$ cat config.mk
export PLATFORM = sky130hd
export DESIGN_NAME = key_joystick_control_mapper_top
export DESIGN_NICKNAME = d
export VERILOG_FILES = /design/src/design/kjcm_pkg.sv /design/src/design/key_joystick_control_mapper_top.sv
export SDC_FILE = /design/constraint.sdc
export NUM_CORES = 1
export LEC_CHECK = 0
export ABC_AREA = 1
export BUFFER_PORTS_ARGS = -buffer_cell sky130_fd_sc_hd__buf_2
export CAP_MARGIN = 5
export CELL_PAD_IN_SITES_DETAIL_PLACEMENT = 1
export CELL_PAD_IN_SITES_GLOBAL_PLACEMENT = 1
export CORE_MARGIN = 2
export CORE_UTILIZATION = 45
export DETAILED_ROUTE_END_ITERATION = 8
export PLACE_DENSITY = 0.85
export SLEW_MARGIN = 20
export SYNTH_ARGS = -nofsm -noshare
export SYNTH_HDL_FRONTEND = slang
export SYNTH_SLANG_ARGS = --single-unit
$ cat constraint.sdc
create_clock -name i_clk -period 15.9 [get_ports i_clk]
set_input_delay 0.795 -clock i_clk [delete_from_list [all_inputs] [get_ports i_clk]]
set_output_delay 0.795 -clock i_clk [all_outputs]
set_load 0.02 [all_outputs]
$ cat src/design/kjcm_pkg.sv
// Package for the key/joystick control mapper.
// Holds the item structs, request and register codes and fixed scan codes.
// No dependencies.
package kjcm_pkg;

    localparam int AXIS_W        = 16;   // joystick axis width
    localparam int CTRL_W        = 8;    // width of the controls and taps fields
    localparam int CTRL_BITS_DEF = 8;    // default number of bound control bits
    localparam int MENU_W        = 5;
    localparam int CODE_W        = 7;
    localparam int SHIFT_W       = 2;
    localparam int JOY_W         = 6;
    localparam int BIND_W        = 8;    // one scan-code byte per binding
    localparam int CFG_DATA_W    = 64;
    localparam int CFG_IDX_W     = 3;
    localparam int DEAD_SHIFT    = 3;    // dead zone is range / 8

    // Fixed scan codes
    localparam logic [CODE_W-1:0] CODE_LSHIFT = 7'd42;
    localparam logic [CODE_W-1:0] CODE_RSHIFT = 7'd54;
    localparam logic [CODE_W-1:0] CODE_UP     = 7'd72;
    localparam logic [CODE_W-1:0] CODE_DOWN   = 7'd80;
    localparam logic [CODE_W-1:0] CODE_LEFT   = 7'd75;
    localparam logic [CODE_W-1:0] CODE_RIGHT  = 7'd77;
    localparam logic [CODE_W-1:0] CODE_ENTER  = 7'd28;

    // Bit positions shared by joystick and menu bits
    localparam int BIT_UP = 0;
    localparam int BIT_DN = 1;
    localparam int BIT_LF = 2;
    localparam int BIT_RT = 3;
    localparam int BIT_B1 = 4;
    localparam int BIT_B2 = 5;

    // Reset values
    localparam logic [AXIS_W-1:0] CENTER_RST = 16'd32767;
    localparam logic [AXIS_W-1:0] MIN_RST    = 16'd0;
    localparam logic [AXIS_W-1:0] MAX_RST    = 16'd65535;

    typedef enum logic [1:0] {
        REQ_KEY_DOWN = 2'd0,
        REQ_KEY_UP   = 2'd1,
        REQ_JOY      = 2'd2,
        REQ_STATUS   = 2'd3
    } t_req;

    typedef enum logic [CFG_IDX_W-1:0] {
        REG_KEY_BINDINGS = 3'd0,
        REG_JOY_ENABLE   = 3'd1,
        REG_CENTER_X     = 3'd2,
        REG_CENTER_Y     = 3'd3,
        REG_START_MIN_X  = 3'd4,
        REG_START_MAX_X  = 3'd5,
        REG_START_MIN_Y  = 3'd6,
        REG_START_MAX_Y  = 3'd7
    } t_cfg_reg;

    typedef struct packed {
        t_req                req_type;
        logic [CODE_W-1:0]   scan_code;
        logic [AXIS_W-1:0]   joy_x;
        logic [AXIS_W-1:0]   joy_y;
        logic [1:0]          joy_buttons;
        logic                joy_valid;
        logic                clear_taps;
        logic                clear_arrow_taps;
        logic                clear_scan_code;
    } t_in;

    typedef struct packed {
        logic [CTRL_W-1:0]   controls;
        logic [CTRL_W-1:0]   taps;
        logic [MENU_W-1:0]   arrows;
        logic [MENU_W-1:0]   arrow_taps;
        logic [CODE_W-1:0]   last_code;
        logic [SHIFT_W-1:0]  shift_bits;
    } t_out;

endpackage

$ cat src/design/key_joystick_control_mapper_top.sv
// Top level of the key/joystick control mapper: input stage, update logic, result register.
// Depends on kjcm_pkg.
//
// Usage
//   Input channel (i_in_valid / o_in_ready, i_in_data): one item is a key down, key up,
//   joystick sample or status read, together with three read-and-clear flags.
//   Output channel (o_out_valid / i_out_ready, o_out_data): exactly one result item per
//   input item, in order.
//   Configuration (i_cfg_we, i_cfg_index, i_cfg_data): plain write, no wait. Write only
//   while the block is idle. Writing a start_* register also reloads the matching
//   range end.
//   Flow: an accepted item waits in the input register until the result register is
//   free or being emptied; then state and result are updated together.
//   Throughput: one item per cycle while the receiver keeps i_out_ready high. The only
//   loop is the state update itself, so items follow back to back.
//   Stall: when the receiver holds i_out_ready low, the result register keeps its item
//   and the input register still takes one more item; after that o_in_ready drops
//   until the result is taken.
//   Reset (i_rst_n low, synchronous): both stages empty, held/tap/menu/shift/code state
//   cleared, configuration and calibration ranges back to their defaults.
module key_joystick_control_mapper_top #(
    parameter int CONTROL_BITS = kjcm_pkg::CTRL_BITS_DEF
) (
    input  logic                                i_clk,
    input  logic                                i_rst_n,
    input  logic                                i_in_valid,
    output logic                                o_in_ready,
    input  kjcm_pkg::t_in                       i_in_data,
    output logic                                o_out_valid,
    input  logic                                i_out_ready,
    output kjcm_pkg::t_out                      o_out_data,
    input  logic                                i_cfg_we,
    input  logic [kjcm_pkg::CFG_IDX_W-1:0]      i_cfg_index,
    input  logic [kjcm_pkg::CFG_DATA_W-1:0]     i_cfg_data
);
    import kjcm_pkg::*;

    typedef struct packed {
        logic [AXIS_W-1:0] mn;
        logic [AXIS_W-1:0] mx;
        logic              lo;
        logic              hi;
    } t_axis;

    // Widen the range with pos, then compare pos - ctr against +/- (range / 8),
    // range / 8 truncated toward zero when the range is inverted.
    function automatic t_axis axis_eval(
        input logic [AXIS_W-1:0] pos,
        input logic [AXIS_W-1:0] mn,
        input logic [AXIS_W-1:0] mx,
        input logic [AXIS_W-1:0] ctr
    );
        t_axis                    r;
        logic signed [AXIS_W:0]   diff;
        logic signed [AXIS_W:0]   dead;
        logic signed [AXIS_W+1:0] d_e;
        logic signed [AXIS_W+1:0] o_e;
        r.mn = (pos < mn) ? pos : mn;
        r.mx = (pos > mx) ? pos : mx;
        diff = $signed({1'b0, r.mx}) - $signed({1'b0, r.mn});
        if (diff < 0) begin
            dead = (diff + $signed((AXIS_W+1)'(7))) >>> DEAD_SHIFT;
        end else begin
            dead = diff >>> DEAD_SHIFT;
        end
        d_e  = (AXIS_W+2)'(dead);
        o_e  = $signed({2'b00, pos}) - $signed({2'b00, ctr});
        r.lo = (o_e < -d_e);
        r.hi = (o_e > d_e);
        return r;
    endfunction

    // Configuration
    logic [CONTROL_BITS-1:0][BIND_W-1:0] r_bind;
    logic                                r_joy_en;
    logic [AXIS_W-1:0]                   r_ctr_x, r_ctr_y;

    // Mapper state
    logic [CONTROL_BITS-1:0] r_held, n_held;
    logic [CTRL_W-1:0]       r_tap, n_tap;
    logic [MENU_W-1:0]       r_menu, n_menu;
    logic [MENU_W-1:0]       r_menu_tap, n_menu_tap;
    logic [SHIFT_W-1:0]      r_shift, n_shift;
    logic [CODE_W-1:0]       r_code, n_code;
    logic [JOY_W-1:0]        r_joy_prev, n_joy_prev;
    logic [AXIS_W-1:0]       r_min_x, r_max_x, r_min_y, r_max_y;
    logic [AXIS_W-1:0]       n_min_x, n_max_x, n_min_y, n_max_y;

    // Pipeline
    logic r_s1_valid;
    t_in  r_s1_data;
    logic r_out_valid;
    t_out r_out_data, n_out_data;
    logic advance;

    // Decoded key and joystick terms
    logic [CONTROL_BITS-1:0] match;
    logic [MENU_W-1:0]       menu_m;
    logic [SHIFT_W-1:0]      shift_m;
    logic                    take_sample;
    t_axis                   ax_x, ax_y;
    logic [JOY_W-1:0]        joy_st;
    logic [JOY_W-1:0]        joy_seen;

    // Move the held item on when the result register is free or being emptied
    assign advance     = r_s1_valid && (!r_out_valid || i_out_ready);
    assign o_in_ready  = !r_s1_valid || advance;
    assign o_out_valid = r_out_valid;
    assign o_out_data  = r_out_data;

    always_comb begin
        for (int n = 0; n < CONTROL_BITS; n++) begin
            match[n] = (r_bind[n] == {1'b0, r_s1_data.scan_code});
        end
        menu_m          = '0;
        menu_m[BIT_UP]  = (r_s1_data.scan_code == CODE_UP);
        menu_m[BIT_DN]  = (r_s1_data.scan_code == CODE_DOWN);
        menu_m[BIT_LF]  = (r_s1_data.scan_code == CODE_LEFT);
        menu_m[BIT_RT]  = (r_s1_data.scan_code == CODE_RIGHT);
        menu_m[BIT_B1]  = (r_s1_data.scan_code == CODE_ENTER);
        shift_m[0]      = (r_s1_data.scan_code == CODE_LSHIFT);
        shift_m[1]      = (r_s1_data.scan_code == CODE_RSHIFT);

        ax_x = axis_eval(r_s1_data.joy_x, r_min_x, r_max_x, r_ctr_x);
        ax_y = axis_eval(r_s1_data.joy_y, r_min_y, r_max_y, r_ctr_y);
        joy_st         = '0;
        joy_st[BIT_LF] = ax_x.lo;
        joy_st[BIT_RT] = ax_x.hi;
        joy_st[BIT_UP] = ax_y.lo;
        joy_st[BIT_DN] = ax_y.hi;
        joy_st[BIT_B1] = r_s1_data.joy_buttons[0];
        joy_st[BIT_B2] = r_s1_data.joy_buttons[1];
        take_sample = (r_s1_data.req_type == REQ_JOY) && r_s1_data.joy_valid && r_joy_en;
    end

    // Apply the request, report, then clear under the item's flags
    always_comb begin
        n_held     = r_held;
        n_tap      = r_tap;
        n_menu     = r_menu;
        n_menu_tap = r_menu_tap;
        n_shift    = r_shift;
        n_code     = r_code;
        n_joy_prev = r_joy_prev;
        n_min_x    = r_min_x;
        n_max_x    = r_max_x;
        n_min_y    = r_min_y;
        n_max_y    = r_max_y;

        unique case (r_s1_data.req_type)
            REQ_KEY_DOWN: begin
                n_code     = r_s1_data.scan_code;
                n_shift    = r_shift | shift_m;
                n_held     = r_held | match;
                n_tap      = r_tap | CTRL_W'(match);
                n_menu     = r_menu | menu_m;
                n_menu_tap = r_menu_tap | menu_m;
            end
            REQ_KEY_UP: begin
                n_shift = r_shift & ~shift_m;
                n_held  = r_held & ~match;
                n_menu  = r_menu & ~menu_m;
            end
            REQ_JOY: begin
                if (take_sample) begin
                    n_min_x    = ax_x.mn;
                    n_max_x    = ax_x.mx;
                    n_min_y    = ax_y.mn;
                    n_max_y    = ax_y.mx;
                    n_tap      = r_tap | CTRL_W'(joy_st & ~r_joy_prev);
                    n_joy_prev = joy_st;
                end
            end
            REQ_STATUS: begin
                // report and clear only
            end
            default: begin
            end
        endcase

        joy_seen = r_joy_en ? n_joy_prev : '0;
        n_out_data.controls   = CTRL_W'(n_held) | CTRL_W'(joy_seen);
        n_out_data.taps       = n_tap;
        n_out_data.arrows     = n_menu;
        n_out_data.arrow_taps = n_menu_tap;
        n_out_data.last_code  = n_code;
        n_out_data.shift_bits = n_shift;

        if (r_s1_data.clear_taps) begin
            n_tap = '0;
        end
        if (r_s1_data.clear_arrow_taps) begin
            n_menu_tap = '0;
        end
        if (r_s1_data.clear_scan_code) begin
            n_code = '0;
        end
    end

    // Control, configuration and mapper state
    always_ff @(posedge i_clk) begin
        if (!i_rst_n) begin
            r_s1_valid  <= 1'b0;
            r_out_valid <= 1'b0;
            r_bind      <= '0;
            r_joy_en    <= 1'b1;
            r_ctr_x     <= CENTER_RST;
            r_ctr_y     <= CENTER_RST;
            r_held      <= '0;
            r_tap       <= '0;
            r_menu      <= '0;
            r_menu_tap  <= '0;
            r_shift     <= '0;
            r_code      <= '0;
            r_joy_prev  <= '0;
            r_min_x     <= MIN_RST;
            r_max_x     <= MAX_RST;
            r_min_y     <= MIN_RST;
            r_max_y     <= MAX_RST;
        end else begin
            if (o_in_ready) begin
                r_s1_valid <= i_in_valid;
            end
            if (advance) begin
                r_out_valid <= 1'b1;
            end else if (i_out_ready) begin
                r_out_valid <= 1'b0;
            end

            if (advance) begin
                r_held     <= n_held;
                r_tap      <= n_tap;
                r_menu     <= n_menu;
                r_menu_tap <= n_menu_tap;
                r_shift    <= n_shift;
                r_code     <= n_code;
                r_joy_prev <= n_joy_prev;
                r_min_x    <= n_min_x;
                r_max_x    <= n_max_x;
                r_min_y    <= n_min_y;
                r_max_y    <= n_max_y;
            end

            // Users must write only while idle (unenforced); range reloads win over updates
            if (i_cfg_we) begin
                unique case (t_cfg_reg'(i_cfg_index))
                    REG_KEY_BINDINGS: r_bind   <= i_cfg_data[BIND_W*CONTROL_BITS-1:0];
                    REG_JOY_ENABLE:   r_joy_en <= i_cfg_data[0];
                    REG_CENTER_X:     r_ctr_x  <= i_cfg_data[AXIS_W-1:0];
                    REG_CENTER_Y:     r_ctr_y  <= i_cfg_data[AXIS_W-1:0];
                    REG_START_MIN_X:  r_min_x  <= i_cfg_data[AXIS_W-1:0];
                    REG_START_MAX_X:  r_max_x  <= i_cfg_data[AXIS_W-1:0];
                    REG_START_MIN_Y:  r_min_y  <= i_cfg_data[AXIS_W-1:0];
                    REG_START_MAX_Y:  r_max_y  <= i_cfg_data[AXIS_W-1:0];
                    default: begin
                    end
                endcase
            end
        end
    end

    // Payload registers: no reset
    always_ff @(posedge i_clk) begin
        if (o_in_ready && i_in_valid) begin
            r_s1_data <= i_in_data;
        end
        if (advance) begin
            r_out_data <= n_out_data;
        end
    end

`ifndef SYNTHESIS
    // Calibration only widens: minimum never rises without a configuration write
    a_min_x_monotonic: assert property (@(posedge i_clk) disable iff (!i_rst_n)
        ($past(i_rst_n) && !$past(i_cfg_we)) |-> (r_min_x <= $past(r_min_x)))
        else $error("x range minimum rose without a configuration write");

    a_max_y_monotonic: assert property (@(posedge i_clk) disable iff (!i_rst_n)
        ($past(i_rst_n) && !$past(i_cfg_we)) |-> (r_max_y >= $past(r_max_y)))
        else $error("y range maximum fell without a configuration write");

    // Tap state moves only when an item is processed
    a_tap_stable: assert property (@(posedge i_clk) disable iff (!i_rst_n)
        !advance |=> $stable(r_tap))
        else $error("tap bits changed with no item processed");

    // A result appears only after an item sat in the input stage
    a_out_from_s1: assert property (@(posedge i_clk) disable iff (!i_rst_n)
        $rose(r_out_valid) |-> $past(r_s1_valid))
        else $error("result valid without a held input item");
`endif

endmodule

==> results of run 1 <==
## power by group through the flow
stage               clock network, mW  logic (mW)  registers (mW)
finish                          0.807       0.856           0.810
global route                    0.844       0.958           0.812
CTS                             0.817       0.847           0.809
detailed placement                  0       0.839           0.824
global placement                    0       0.803           0.823
floorplan                           0       0.587           0.819
## metrics by stage
| stage | total power, mW | hold WS (ns) |
|---|---|---|
| final | 2.47 | 0.415 |
| after global routing | 2.61 | 0.408 |
| after CTS | 2.47 | 0.392 |
| after detailed placement | 1.66 | 0.465 |
| after global placement | 1.63 | 0.450 |
| after floorplan | 1.41 | 0.435 |
## flip-flops by register name (all words and copies together) (netlist names), 5 cells and up
name	flops
r_max_y	16
r_menu	5
r_min_y	16
o_out_data	35
r_held	8
r_menu_tap	5
r_ctr_x	16
r_code	7
r_s1_data	45
r_ctr_y	16
r_bind	64
r_tap	8
r_joy_prev	6
r_min_x	16
r_max_x	16
## synthesized netlist by cell type (4+ instances only)
library cell	number
o311ai_0	4
clkinv_1	4
nand2_1	536
edfxtp_1	82
inv_2	14
a211oi_1	10
a2111oi_0	7
xnor2_1	9
nor3_1	35
nor4_1	6
nor2_4	11
nand3b_1	4
a31oi_1	4
nor2_2	12
ha_1	194
o21bai_1	15
clkbuf_1	95
inv_1	351
nand2_2	54
a21o_1	6
o21a_1	7
o221a_2	16
a221oi_1	9
dfxtp_1	204
nand3_2	7
o211a_1	12
or2_2	4
o21ai_0	219
nor2_1	300
xor2_1	58
nand2_4	6
o22ai_1	8
fa_1	4
o211ai_1	43
nand4_1	34
o31ai_1	4
nand3_1	123
a21oi_1	256
## area by class of cell
cell class              count  area [um2]  share of cell area
inverters                 369        1390              0.0616
multi-input cells        2043       11800               0.526
flip-flops and latches    286        6550               0.291
repair buffers            169         883              0.0392
clock buffers              51         986              0.0438
well taps                 592         741              0.0329
clock inverters            12         130             0.00578
## worst max path at each step
stage                     endpoint  cells past startpoint  slack, ns          start
final                     r_tap[2]                     41       8.27  r_s1_data[31]
after global routing      r_tap[2]                     41       7.54  r_s1_data[31]
after CTS                 r_tap[2]                     41       8.41  r_s1_data[31]
after detailed placement  r_tap[2]                     41       8.50  r_s1_data[31]
after global placement    r_tap[2]                     41       8.70  r_s1_data[31]
after floorplan           r_tap[0]                     42      10.24   r_s1_data[7]
## metal layers
layer,GRT usage,share of wire,up-vias
li1,-,-,9561
met1,0.391,0.42,9789
met2,0.528,0.46,657
met3,0.0500,0.063,190
met4,0.151,0.050,4
met5,0.00729,0.00085,-
## logic make-up (layout without fill, tap and decap cells)
logic type      Yosys count  after routing  share of synthesized area
compound gates          635            635                      0.184
xor+xnor                 67             67                     0.0292
fa+ha+maj               198            198                      0.125
buf+inv                 467            601                     0.0873
flops                   286            286                      0.325
mux                       2              2                    0.00106
simple gates           1141           1141                      0.248
## cells in the final DEF (no fill, tap or decap), drive strengths merged, types with 7 or more instances in the layout
| cell type | count |
|---|---|
| a2111oi | 7 |
| a21oi | 260 |
| o21ai | 223 |
| xor2 | 58 |
| inv | 368 |
| o211ai | 43 |
| o21bai | 15 |
| nand3 | 131 |
| edfxtp | 82 |
| nor3 | 37 |
| o21a | 7 |
| o211a | 12 |
| o221a | 16 |
| a211oi | 10 |
| nand4 | 35 |
| ha | 194 |
| dfxtp | 204 |
| xnor2 | 9 |
| clkinv | 10 |
| a221oi | 9 |
| nor2 | 323 |
| buf | 169 |
| clkbuf | 51 |
| o22ai | 8 |
| nand2 | 596 |
## critical path, delay by kind of cell (launching register included)
kind	cells	cell delay [ns]
fa+ha+maj	3	1.01
compound gates	11	2.61
flops	1	0.46
simple gates	23	3.08
buf+inv	4	0.35
==> results.py, run 1 <==
metrics = {
    "pwr": {
        "p_sw_frac": 0.384,
        "p_leak_nw": 10.9,
        "p_per_area_mw_per_mm2": 110,
        "pwr-share-seq": 0.328,
        "p_comb_frac": 0.346,
        "pwr-share-clk": 0.326,
        "ir_drop_uv": 85.1,
        "power.switching_mw": 0.950,
        "internal_power_mw": 1.52,
    },
    "critical_path": {
        "path_common_cell": "nand2_1",
        "cp-end-kind": "flop",
        "arrival_ns": 8.10,
        "crit_slowest_cell": "o21ai_0",
        "start_kind": "flop",
        "path_max_fanout": 32,
        "worstReg2RegEnd": "r_tap[2]",
        "critPathKind": "reg2reg",
        "worstReg2RegStart": "r_s1_data[31]",
        "crit_path_max_incr_delay_ns": 0.48,
        "ff2ff_setup_slack_ns": 8.27,
        "cp.required_ns": 16.37,
        "rr_worst_depth": 41,
    },
    "clocking": {
        "numCtsBuffers": 35,
        "cts_root_buffer": "clkbuf_16",
        "clockBufferDepth": 3,
        "cts_resized": 0,
        "postCtsSetupBuffers": 0,
        "worstSkewPairLatency_ns": 0.55,
        "clk_pin_slew_ns": 0.06,
        "htreeDepth": 2,
        "hold_buffers": 0,
        "clock-sinks": 286,
        "cts_tree": "built",
    },
    "layout": {
        "final_area_mm2": 0.0225,
        "final_util": 0.509,
        "num-nets-final": 3221,
        "fillerInstances": 5687,
        "synthToLayoutAreaGrowth_pct": 11.9,
        "layout-drive-gt1-share": 0.123,
        "fin_cells": 3522,
        "diodes": 0,
    },
    "yosys": {
        "ys_seq_area_frac": 0.325,
        "yosys.area.top_type": "dfxtp_1",
        "synth-edff-count": 82,
        "syn_inst": 2796,
        "netlist.area_leader.share": 0.203,
        "synth_ff_type": "dfxtp_1",
        "yosysWarnings": 0,
        "synthDistinctLibCells": 57,
        "syn-num-nets": 3113,
        "synthTopCellsByArea": "dfxtp_1 (20%), edfxtp_1 (12%), ha_1 (12%)",
        "synth.avg_cell_area_um2": 7.20,
        "synth_area_mm2": 0.0201,
        "postSynth.asyncResetShare": 0,
        "synth-seq-cells": 286,
    },
    "global_route": {
        "grt_usage": 0.314,
        "grt.overflow.total": 0,
        "grt_pass1_vias": 21100,
        "grt_max_degree": 92,
        "grt_pass1_wl_um": 115000,
        "antenna_found_initial": 1,
    },
    "floorplanning": {
        "start_util": 0.455,
        "die_h_um": 215,
        "die-width_um": 215,
        "io_pins": 156,
        "core-area_mm2": 0.0442,
        "rows": 77,
        "dieArea_mm2": 0.0464,
    },
    "min_path": {
        "hold_depth": 1,
        "hp-start": "i_in_data[0]",
        "min_to": "r_s1_data[0]",
        "hold_class": "in2reg",
    },
    "drt": {
        "firstDrtPassIters": 5,
        "num_vias": 20200,
        "via_per_inst": 5.74,
        "ant_nets": 0,
        "drc": 0,
        "first_iter_violations": 1305,
        "routedWlPerCell_um": 20.9,
        "drt-total-wl_um": 73700,
    },
    "timing": {
        "fin_crit_sh": 0.480,
        "hold_violations": 0,
        "drv_slew": 0,
        "relSlewSlack": 0.324,
        "worst_slack_ns": 8.27,
        "rsz0062_at_grt": "no",
        "period_minus_slack_ns": 7.63,
        "clock_skew_ns": 0.0139,
        "worst_pin_slew_ns": 0.988,
        "setup_viol": 0,
        "fin_setup_tns_ns": 0,
        "max_clock_freq_ghz": 0.131,
    },
    "placement": {
        "place_area_mm2": 0.0214,
        "portBuffers": 155,
        "place_congestion": 0.933,
        "dp_slack_ns": 8.50,
        "dp.cells": 3459,
        "dp_hpwl_um": 55000,
    },
    "run_status": {
        "status": "completed",
    },
    "flow_run": {
        "drv_cap": 0,
    },
}
No activity file was read; power rests on OpenSTA's default activity.
==> run 2, diff against run 1 <==
CORE_UTILIZATION = 41   (was 45)
PLACE_DENSITY = 0.82   (was 0.85)
clock period = 6.5 ns   (was 15.9 ns; I/O delays follow)
==> results.py, run 2 (same netlist as run 1, synthesis figures left out) <==
metrics = {
    "run_status": {
        "status": "finished, violations left",
        "violations": "setup timing",
    },
    "critical_path": {
        "start_kind": "flop",
        "crit_path_max_incr_delay_ns": 0.57,
        "arrival_ns": 7.05,
        "path_common_cell": "nand2_1",
        "crit_path_start": "r_s1_data[29]",
        "ff2ff_setup_slack_ns": -0.07,
        "cp-end-kind": "flop",
        "rr_worst_depth": 45,
        "critPathKind": "reg2reg",
        "crit_slowest_cell": "fa_2",
        "worstReg2RegStart": "r_s1_data[29]",
        "cp.required_ns": 6.98,
        "endpoint": "r_tap[2]",
        "path_max_fanout": 7,
        "worstReg2RegEnd": "r_tap[2]",
    },
    "floorplanning": {
        "die_h_um": 226,
        "rows": 81,
        "core-area_mm2": 0.0486,
        "dieArea_mm2": 0.0509,
        "start_util": 0.414,
        "io_pins": 156,
        "die-width_um": 226,
    },
    "clocking": {
        "cts_root_buffer": "clkbuf_16",
        "worstSkewPairLatency_ns": 0.55,
        "htreeDepth": 2,
        "clockBufferDepth": 3,
        "clk_pin_slew_ns": 0.06,
        "cts_tree": "built",
        "numCtsBuffers": 34,
        "clock-sinks": 286,
    },
    "pwr": {
        "p_leak_nw": 12.1,
        "p_per_area_mw_per_mm2": 258,
        "ir_drop_uv": 177,
    },
    "drt": {
        "routedWlPerCell_um": 22.3,
        "via_per_inst": 5.81,
        "ant_nets": 0,
        "firstDrtPassIters": 6,
        "first_iter_violations": 1689,
        "drt-total-wl_um": 83900,
        "drc": 0,
        "num_vias": 21900,
    },
    "global_route": {
        "grt.overflow.total": 0,
        "antenna_found_initial": 7,
        "grt_pass1_wl_um": 118000,
        "grt_max_degree": 83,
        "grt_usage": 0.296,
        "grt_pass1_vias": 21900,
    },
    "placement": {
        "portBuffers": 155,
        "place_congestion": 0.903,
        "dp_hpwl_um": 54600,
    },
    "timing": {
        "fin_crit_sh": 1.01,
        "period_minus_slack_ns": 6.57,
        "clock_skew_ns": 0.0235,
        "whs_ns": 0.00797,
        "worst_slack_ns": -0.0665,
        "relSlewSlack": 0.262,
        "max_clock_freq_ghz": 0.152,
        "setup_viol": 3,
        "drv_slew": 0,
        "worst_pin_slew_ns": 1.08,
        "hold_violations": 0,
    },
    "min_path": {
        "hold_class": "in2reg",
    },
    "flow_run": {
        "drv_cap": 0,
    },
    "layout": {
        "final_util": 0.522,
        "largest_register": "r_bind",
        "num-nets-final": 3439,
        "synthToLayoutAreaGrowth_pct": 26.1,
        "layout_common_cells": "nand2_1 (496), inv_1 (342), nor2_1 (264), a21oi_1 (220), dfxtp_1 (204)",
        "largest_reg_flops": 64,
        "final_common_cell": "nand2_1",
        "layout-drive-gt1-share": 0.222,
    },
}
run 2: cell count changes in the layout (fill, tap and decap cells not counted), sizes merged:
| cell | previous run | this run |
|---|---|---|
| dlygate4sd3 | 0 | 54 |
| inv | 368 | 366 |
| buf | 169 | 331 |
| clkbuf | 51 | 50 |
| diode | 0 | 2 |
| clkinv | 10 | 12 |
| nand2 | 596 | 599 |
run 2: cell type report:
cell class / count / area (um2)
diodes: 2 / 5.00
clock buffers: 50 / 952
clock inverters: 12 / 155
fillers: 6026 / 23300
inverters: 369 / 1390
multi-input cells: 2046 / 12800
flip-flops and latches: 286 / 6550
well taps: 622 / 778
repair buffers: 385 / 2740
run 2: per-stage QoR:
stage | setup WS (ns) | power [mW] | std cells | setup TNS (ns) | area [um2]
global placement | -0.00931 | 4.06 | 3562 | -0.00931 | 22000
floorplan | 0.836 | 3.44 | 2796 | 0 | 20100
detailed placement | -0.237 | 4.17 | 3562 | -0.537 | 22000
finish | -0.0665 | 6.54 | 3772 | -0.111 | 25400
CTS | 0.0291 | 6.16 | 3679 | 0 | 23700
global route | -0.358 | 6.88 | 3771 | -1.34 | 25400
run 2: how the worst min path moves through the flow:
stage / from / endpoint / slack [ns] / cells after the start
finish: i_in_data[19] / r_s1_data[19] / 0.008 / 1
global placement: r_code[6] / r_code[6] / 0.45 / 2
CTS: i_cfg_data[37] / r_bind[37] / 0.001 / 3
global route: i_in_data[19] / r_s1_data[19] / 0.004 / 1
floorplan: i_in_data[4] / joy_st[4] / 0.42 / 0
detailed placement: r_bind[18] / r_bind[18] / 0.46 / 2
run 2: power by group:
group	internal (mW)	switching (mW)
clock network	1.11	0.842
logic	0.949	1.65
registers	1.92	0.0602
total	3.98	2.56
run 2: critical path, delay by kind of cell, from the launching register on:
kind	cells	cell delay (ns)
XOR/XNOR	1	0.14
flip-flops	1	0.44
AND/OR/NAND/NOR	25	2.49
AO/OA/AOI/OAI	7	1.10
adder cells (fa/ha/maj)	4	1.33
buffers and inverters	8	0.98
run 2: per-layer routing:
layer | up-vias | track usage | wire length, um
li1 | 10000 | - | -
met1 | 10700 | 0.364 | 33500
met2 | 909 | 0.510 | 40300
met3 | 266 | 0.0548 | 6030
met4 | 10 | 0.118 | 4000
met5 | - | 0 | 64
run 2: what timing repair did:
item	CTS	global route
hold buffers	53	1
cloned	0	3
setup buffers	2	87
endpoints found under the setup margin	6	15
resized for setup	22	244
hold endpoints to repair	53	1
pin swaps	3	88
==> run 3, diff against run 2 <==
PLACE_DENSITY = 0.9   (was 0.82)
==> results.py, run 3 (same netlist as run 1, synthesis figures left out) <==
metrics = {
    "critical_path": {
        "rr_worst_depth": 33,
        "path_max_fanout": 16,
        "worstReg2RegStart": "r_s1_data[17]",
        "crit_path_start": "r_s1_data[17]",
        "start_kind": "flop",
        "arrival_ns": 7.64,
        "crit_slowest_cell": "o21ai_0",
        "worstReg2RegEnd": "r_tap[0]",
        "cp-end-kind": "flop",
        "cp.required_ns": 7.06,
        "crit_path_max_incr_delay_ns": 0.88,
        "ff2ff_setup_slack_ns": -0.58,
        "critPathKind": "reg2reg",
        "endpoint": "r_tap[0]",
    },
    "drt": {
        "routedWlPerCell_um": 26.8,
        "num_vias": 23600,
        "drc": 0,
        "firstDrtPassIters": 6,
        "ant_nets": 0,
        "via_per_inst": 6.32,
        "drt-total-wl_um": 100000,
        "first_iter_violations": 2626,
    },
    "placement": {
        "place_congestion": 0.975,
        "dp_hpwl_um": 55400,
        "portBuffers": 155,
        "dp_slack_ns": -0.559,
    },
    "layout": {
        "largest_reg_flops": 64,
        "layout_common_cells": "nand2_1 (492), inv_1 (343), nor2_1 (266), a21oi_1 (217), dfxtp_1 (204)",
        "fillerInstances": 6002,
        "multi_input_area_mm2": 0.0129,
        "final_common_cell": "nand2_1",
        "synthToLayoutAreaGrowth_pct": 25.5,
        "num-nets-final": 3402,
        "layout-drive-gt1-share": 0.206,
        "largest_register": "r_bind",
        "seqCellArea_mm2": 0.00655,
    },
    "timing": {
        "fin_crit_sh": 1.09,
        "whs_ns": 0.00513,
        "drv_slew": 2,
        "worst_slack_ns": -0.583,
        "hold_violations": 0,
        "setup_viol": 13,
        "relSlewSlack": -0.0847,
        "period_minus_slack_ns": 7.08,
        "clock_skew_ns": 0.0361,
        "worst_pin_slew_ns": 1.61,
        "max_clock_freq_ghz": 0.141,
    },
    "floorplanning": {
        "dieArea_mm2": 0.0509,
        "die_h_um": 226,
        "die-width_um": 226,
        "start_util": 0.414,
        "core-area_mm2": 0.0486,
        "io_pins": 156,
        "rows": 81,
    },
    "pwr": {
        "ir_drop_uv": 399,
        "internal_power_mw": 3.98,
        "power.switching_mw": 2.74,
        "p_total_mw": 6.72,
        "p_comb_frac": 0.405,
        "p_leak_nw": 11.9,
        "p_per_area_mw_per_mm2": 266,
        "pwr-share-clk": 0.299,
        "p_sw_frac": 0.408,
        "pwr-share-seq": 0.297,
    },
    "global_route": {
        "grt_pass1_wl_um": 134000,
        "grt_pass1_vias": 23600,
        "use_met1": 0.388,
        "grt_usage": 0.339,
        "antenna_found_initial": 11,
        "grt.overflow.total": 0,
        "grt.busiest_layer": "met2",
        "grtUsageMet2": 0.574,
        "grtUsageMet3": 0.0759,
        "grt_max_degree": 97,
    },
    "clocking": {
        "clk_pin_slew_ns": 0.08,
        "worstSkewPairLatency_ns": 0.63,
        "htreeDepth": 1,
        "cts_root_buffer": "clkbuf_16",
        "clock-sinks": 286,
        "numCtsBuffers": 30,
        "clockBufferDepth": 3,
        "cts_tree": "built",
    },
    "flow_run": {
        "drv_cap": 1,
    },
    "run_status": {
        "status": "finished, violations left",
        "violations": "capacitance limit, slew limit, setup timing",
    },
    "min_path": {
        "hold_class": "in2reg",
    },
}
==> run 3: cell count changes in the layout (fill, tap and decap cells not counted), moves of 4 or more <==
cell and change:
clkbuf_1 -8, o21ai_2 -4, dlygate4sd3_1 +35, nand2_1 -4, ha_2 +4, a21oi_2 -4, diode_2 +7, ha_1 -6
nand3_4 -4, buf_4 -64, a21oi_4 +7
==> run 3: stage by stage <==
step	cells	TNS (ns)	utilization	instance area, um2
after floorplan	2796	0	-	20100
after global placement	3537	-1.11	0.448	21800
after detailed placement	3537	-2.51	0.448	21800
after CTS	3687	0	0.492	23900
after global routing	3734	-6.58	0.519	25200
final	3740	-3.88	0.519	25300
==> run 3: final cells by class <==
class / count / area share
diodes: 9 / 0.000892
clock buffers: 40 / 0.0336
clock inverters: 16 / 0.00931
inverters: 369 / 0.0549
multi-input cells: 2044 / 0.510
flip-flops and latches: 286 / 0.259
well taps: 622 / 0.0308
repair buffers: 354 / 0.101
==> run 3: power by group through the flow <==
| stage | clock [mW] | sequential [mW] | combinational (mW) |
|---|---|---|---|
| floorplan | 0 | 2.00 | 1.44 |
| global placement | 0 | 2.01 | 2.01 |
| detailed placement | 0 | 2.01 | 2.14 |
| CTS | 1.92 | 1.98 | 2.23 |
| global route | 2.05 | 1.99 | 2.93 |
| finish | 2.01 | 1.99 | 2.72 |
==> run 3: critical path, delay by kind of cell, from the launching register on <==
| family | cells | cell delay, ns |
|---|---|---|
| AOI/OAI and AO/OA | 10 | 2.83 |
| xor gates and xnor gates | 1 | 0.14 |
| adders and majority gates | 3 | 1.10 |
| buffers and inverters | 4 | 0.57 |
| DFF | 1 | 0.52 |
| and+or+nand+nor | 15 | 1.86 |
==> run 3: metal layers <==
metal,vias up,share of wire
met4,4,0.085
met5,-,0.00027
met1,11300,0.35
met3,677,0.10
met2,1738,0.46
li1,9943,-
==> run 3: worst min-delay path by stage <==
| stage | startpoint | end | cells after the start |
|---|---|---|---|
| floorplan | i_in_data[4] | joy_st[4] | 0 |
| global placement | r_code[6] | r_code[6] | 2 |
| detailed placement | r_ctr_x[15] | r_ctr_x[15] | 2 |
| CTS | i_in_data[31] | r_s1_data[31] | 1 |
| global route | i_in_data[31] | r_s1_data[31] | 1 |
| finish | i_in_data[31] | r_s1_data[31] | 1 |
==> run 3: repair_timing <==
action / CTS / global route
buffers inserted: 5 / 42
pin swaps: 5 / 73
setup endpoints to repair: 9 / 15
cloned: 0 / 2
endpoints found under the hold margin: 89 / 0
gates resized for setup: 31 / 243
hold buffers: 89 / 0
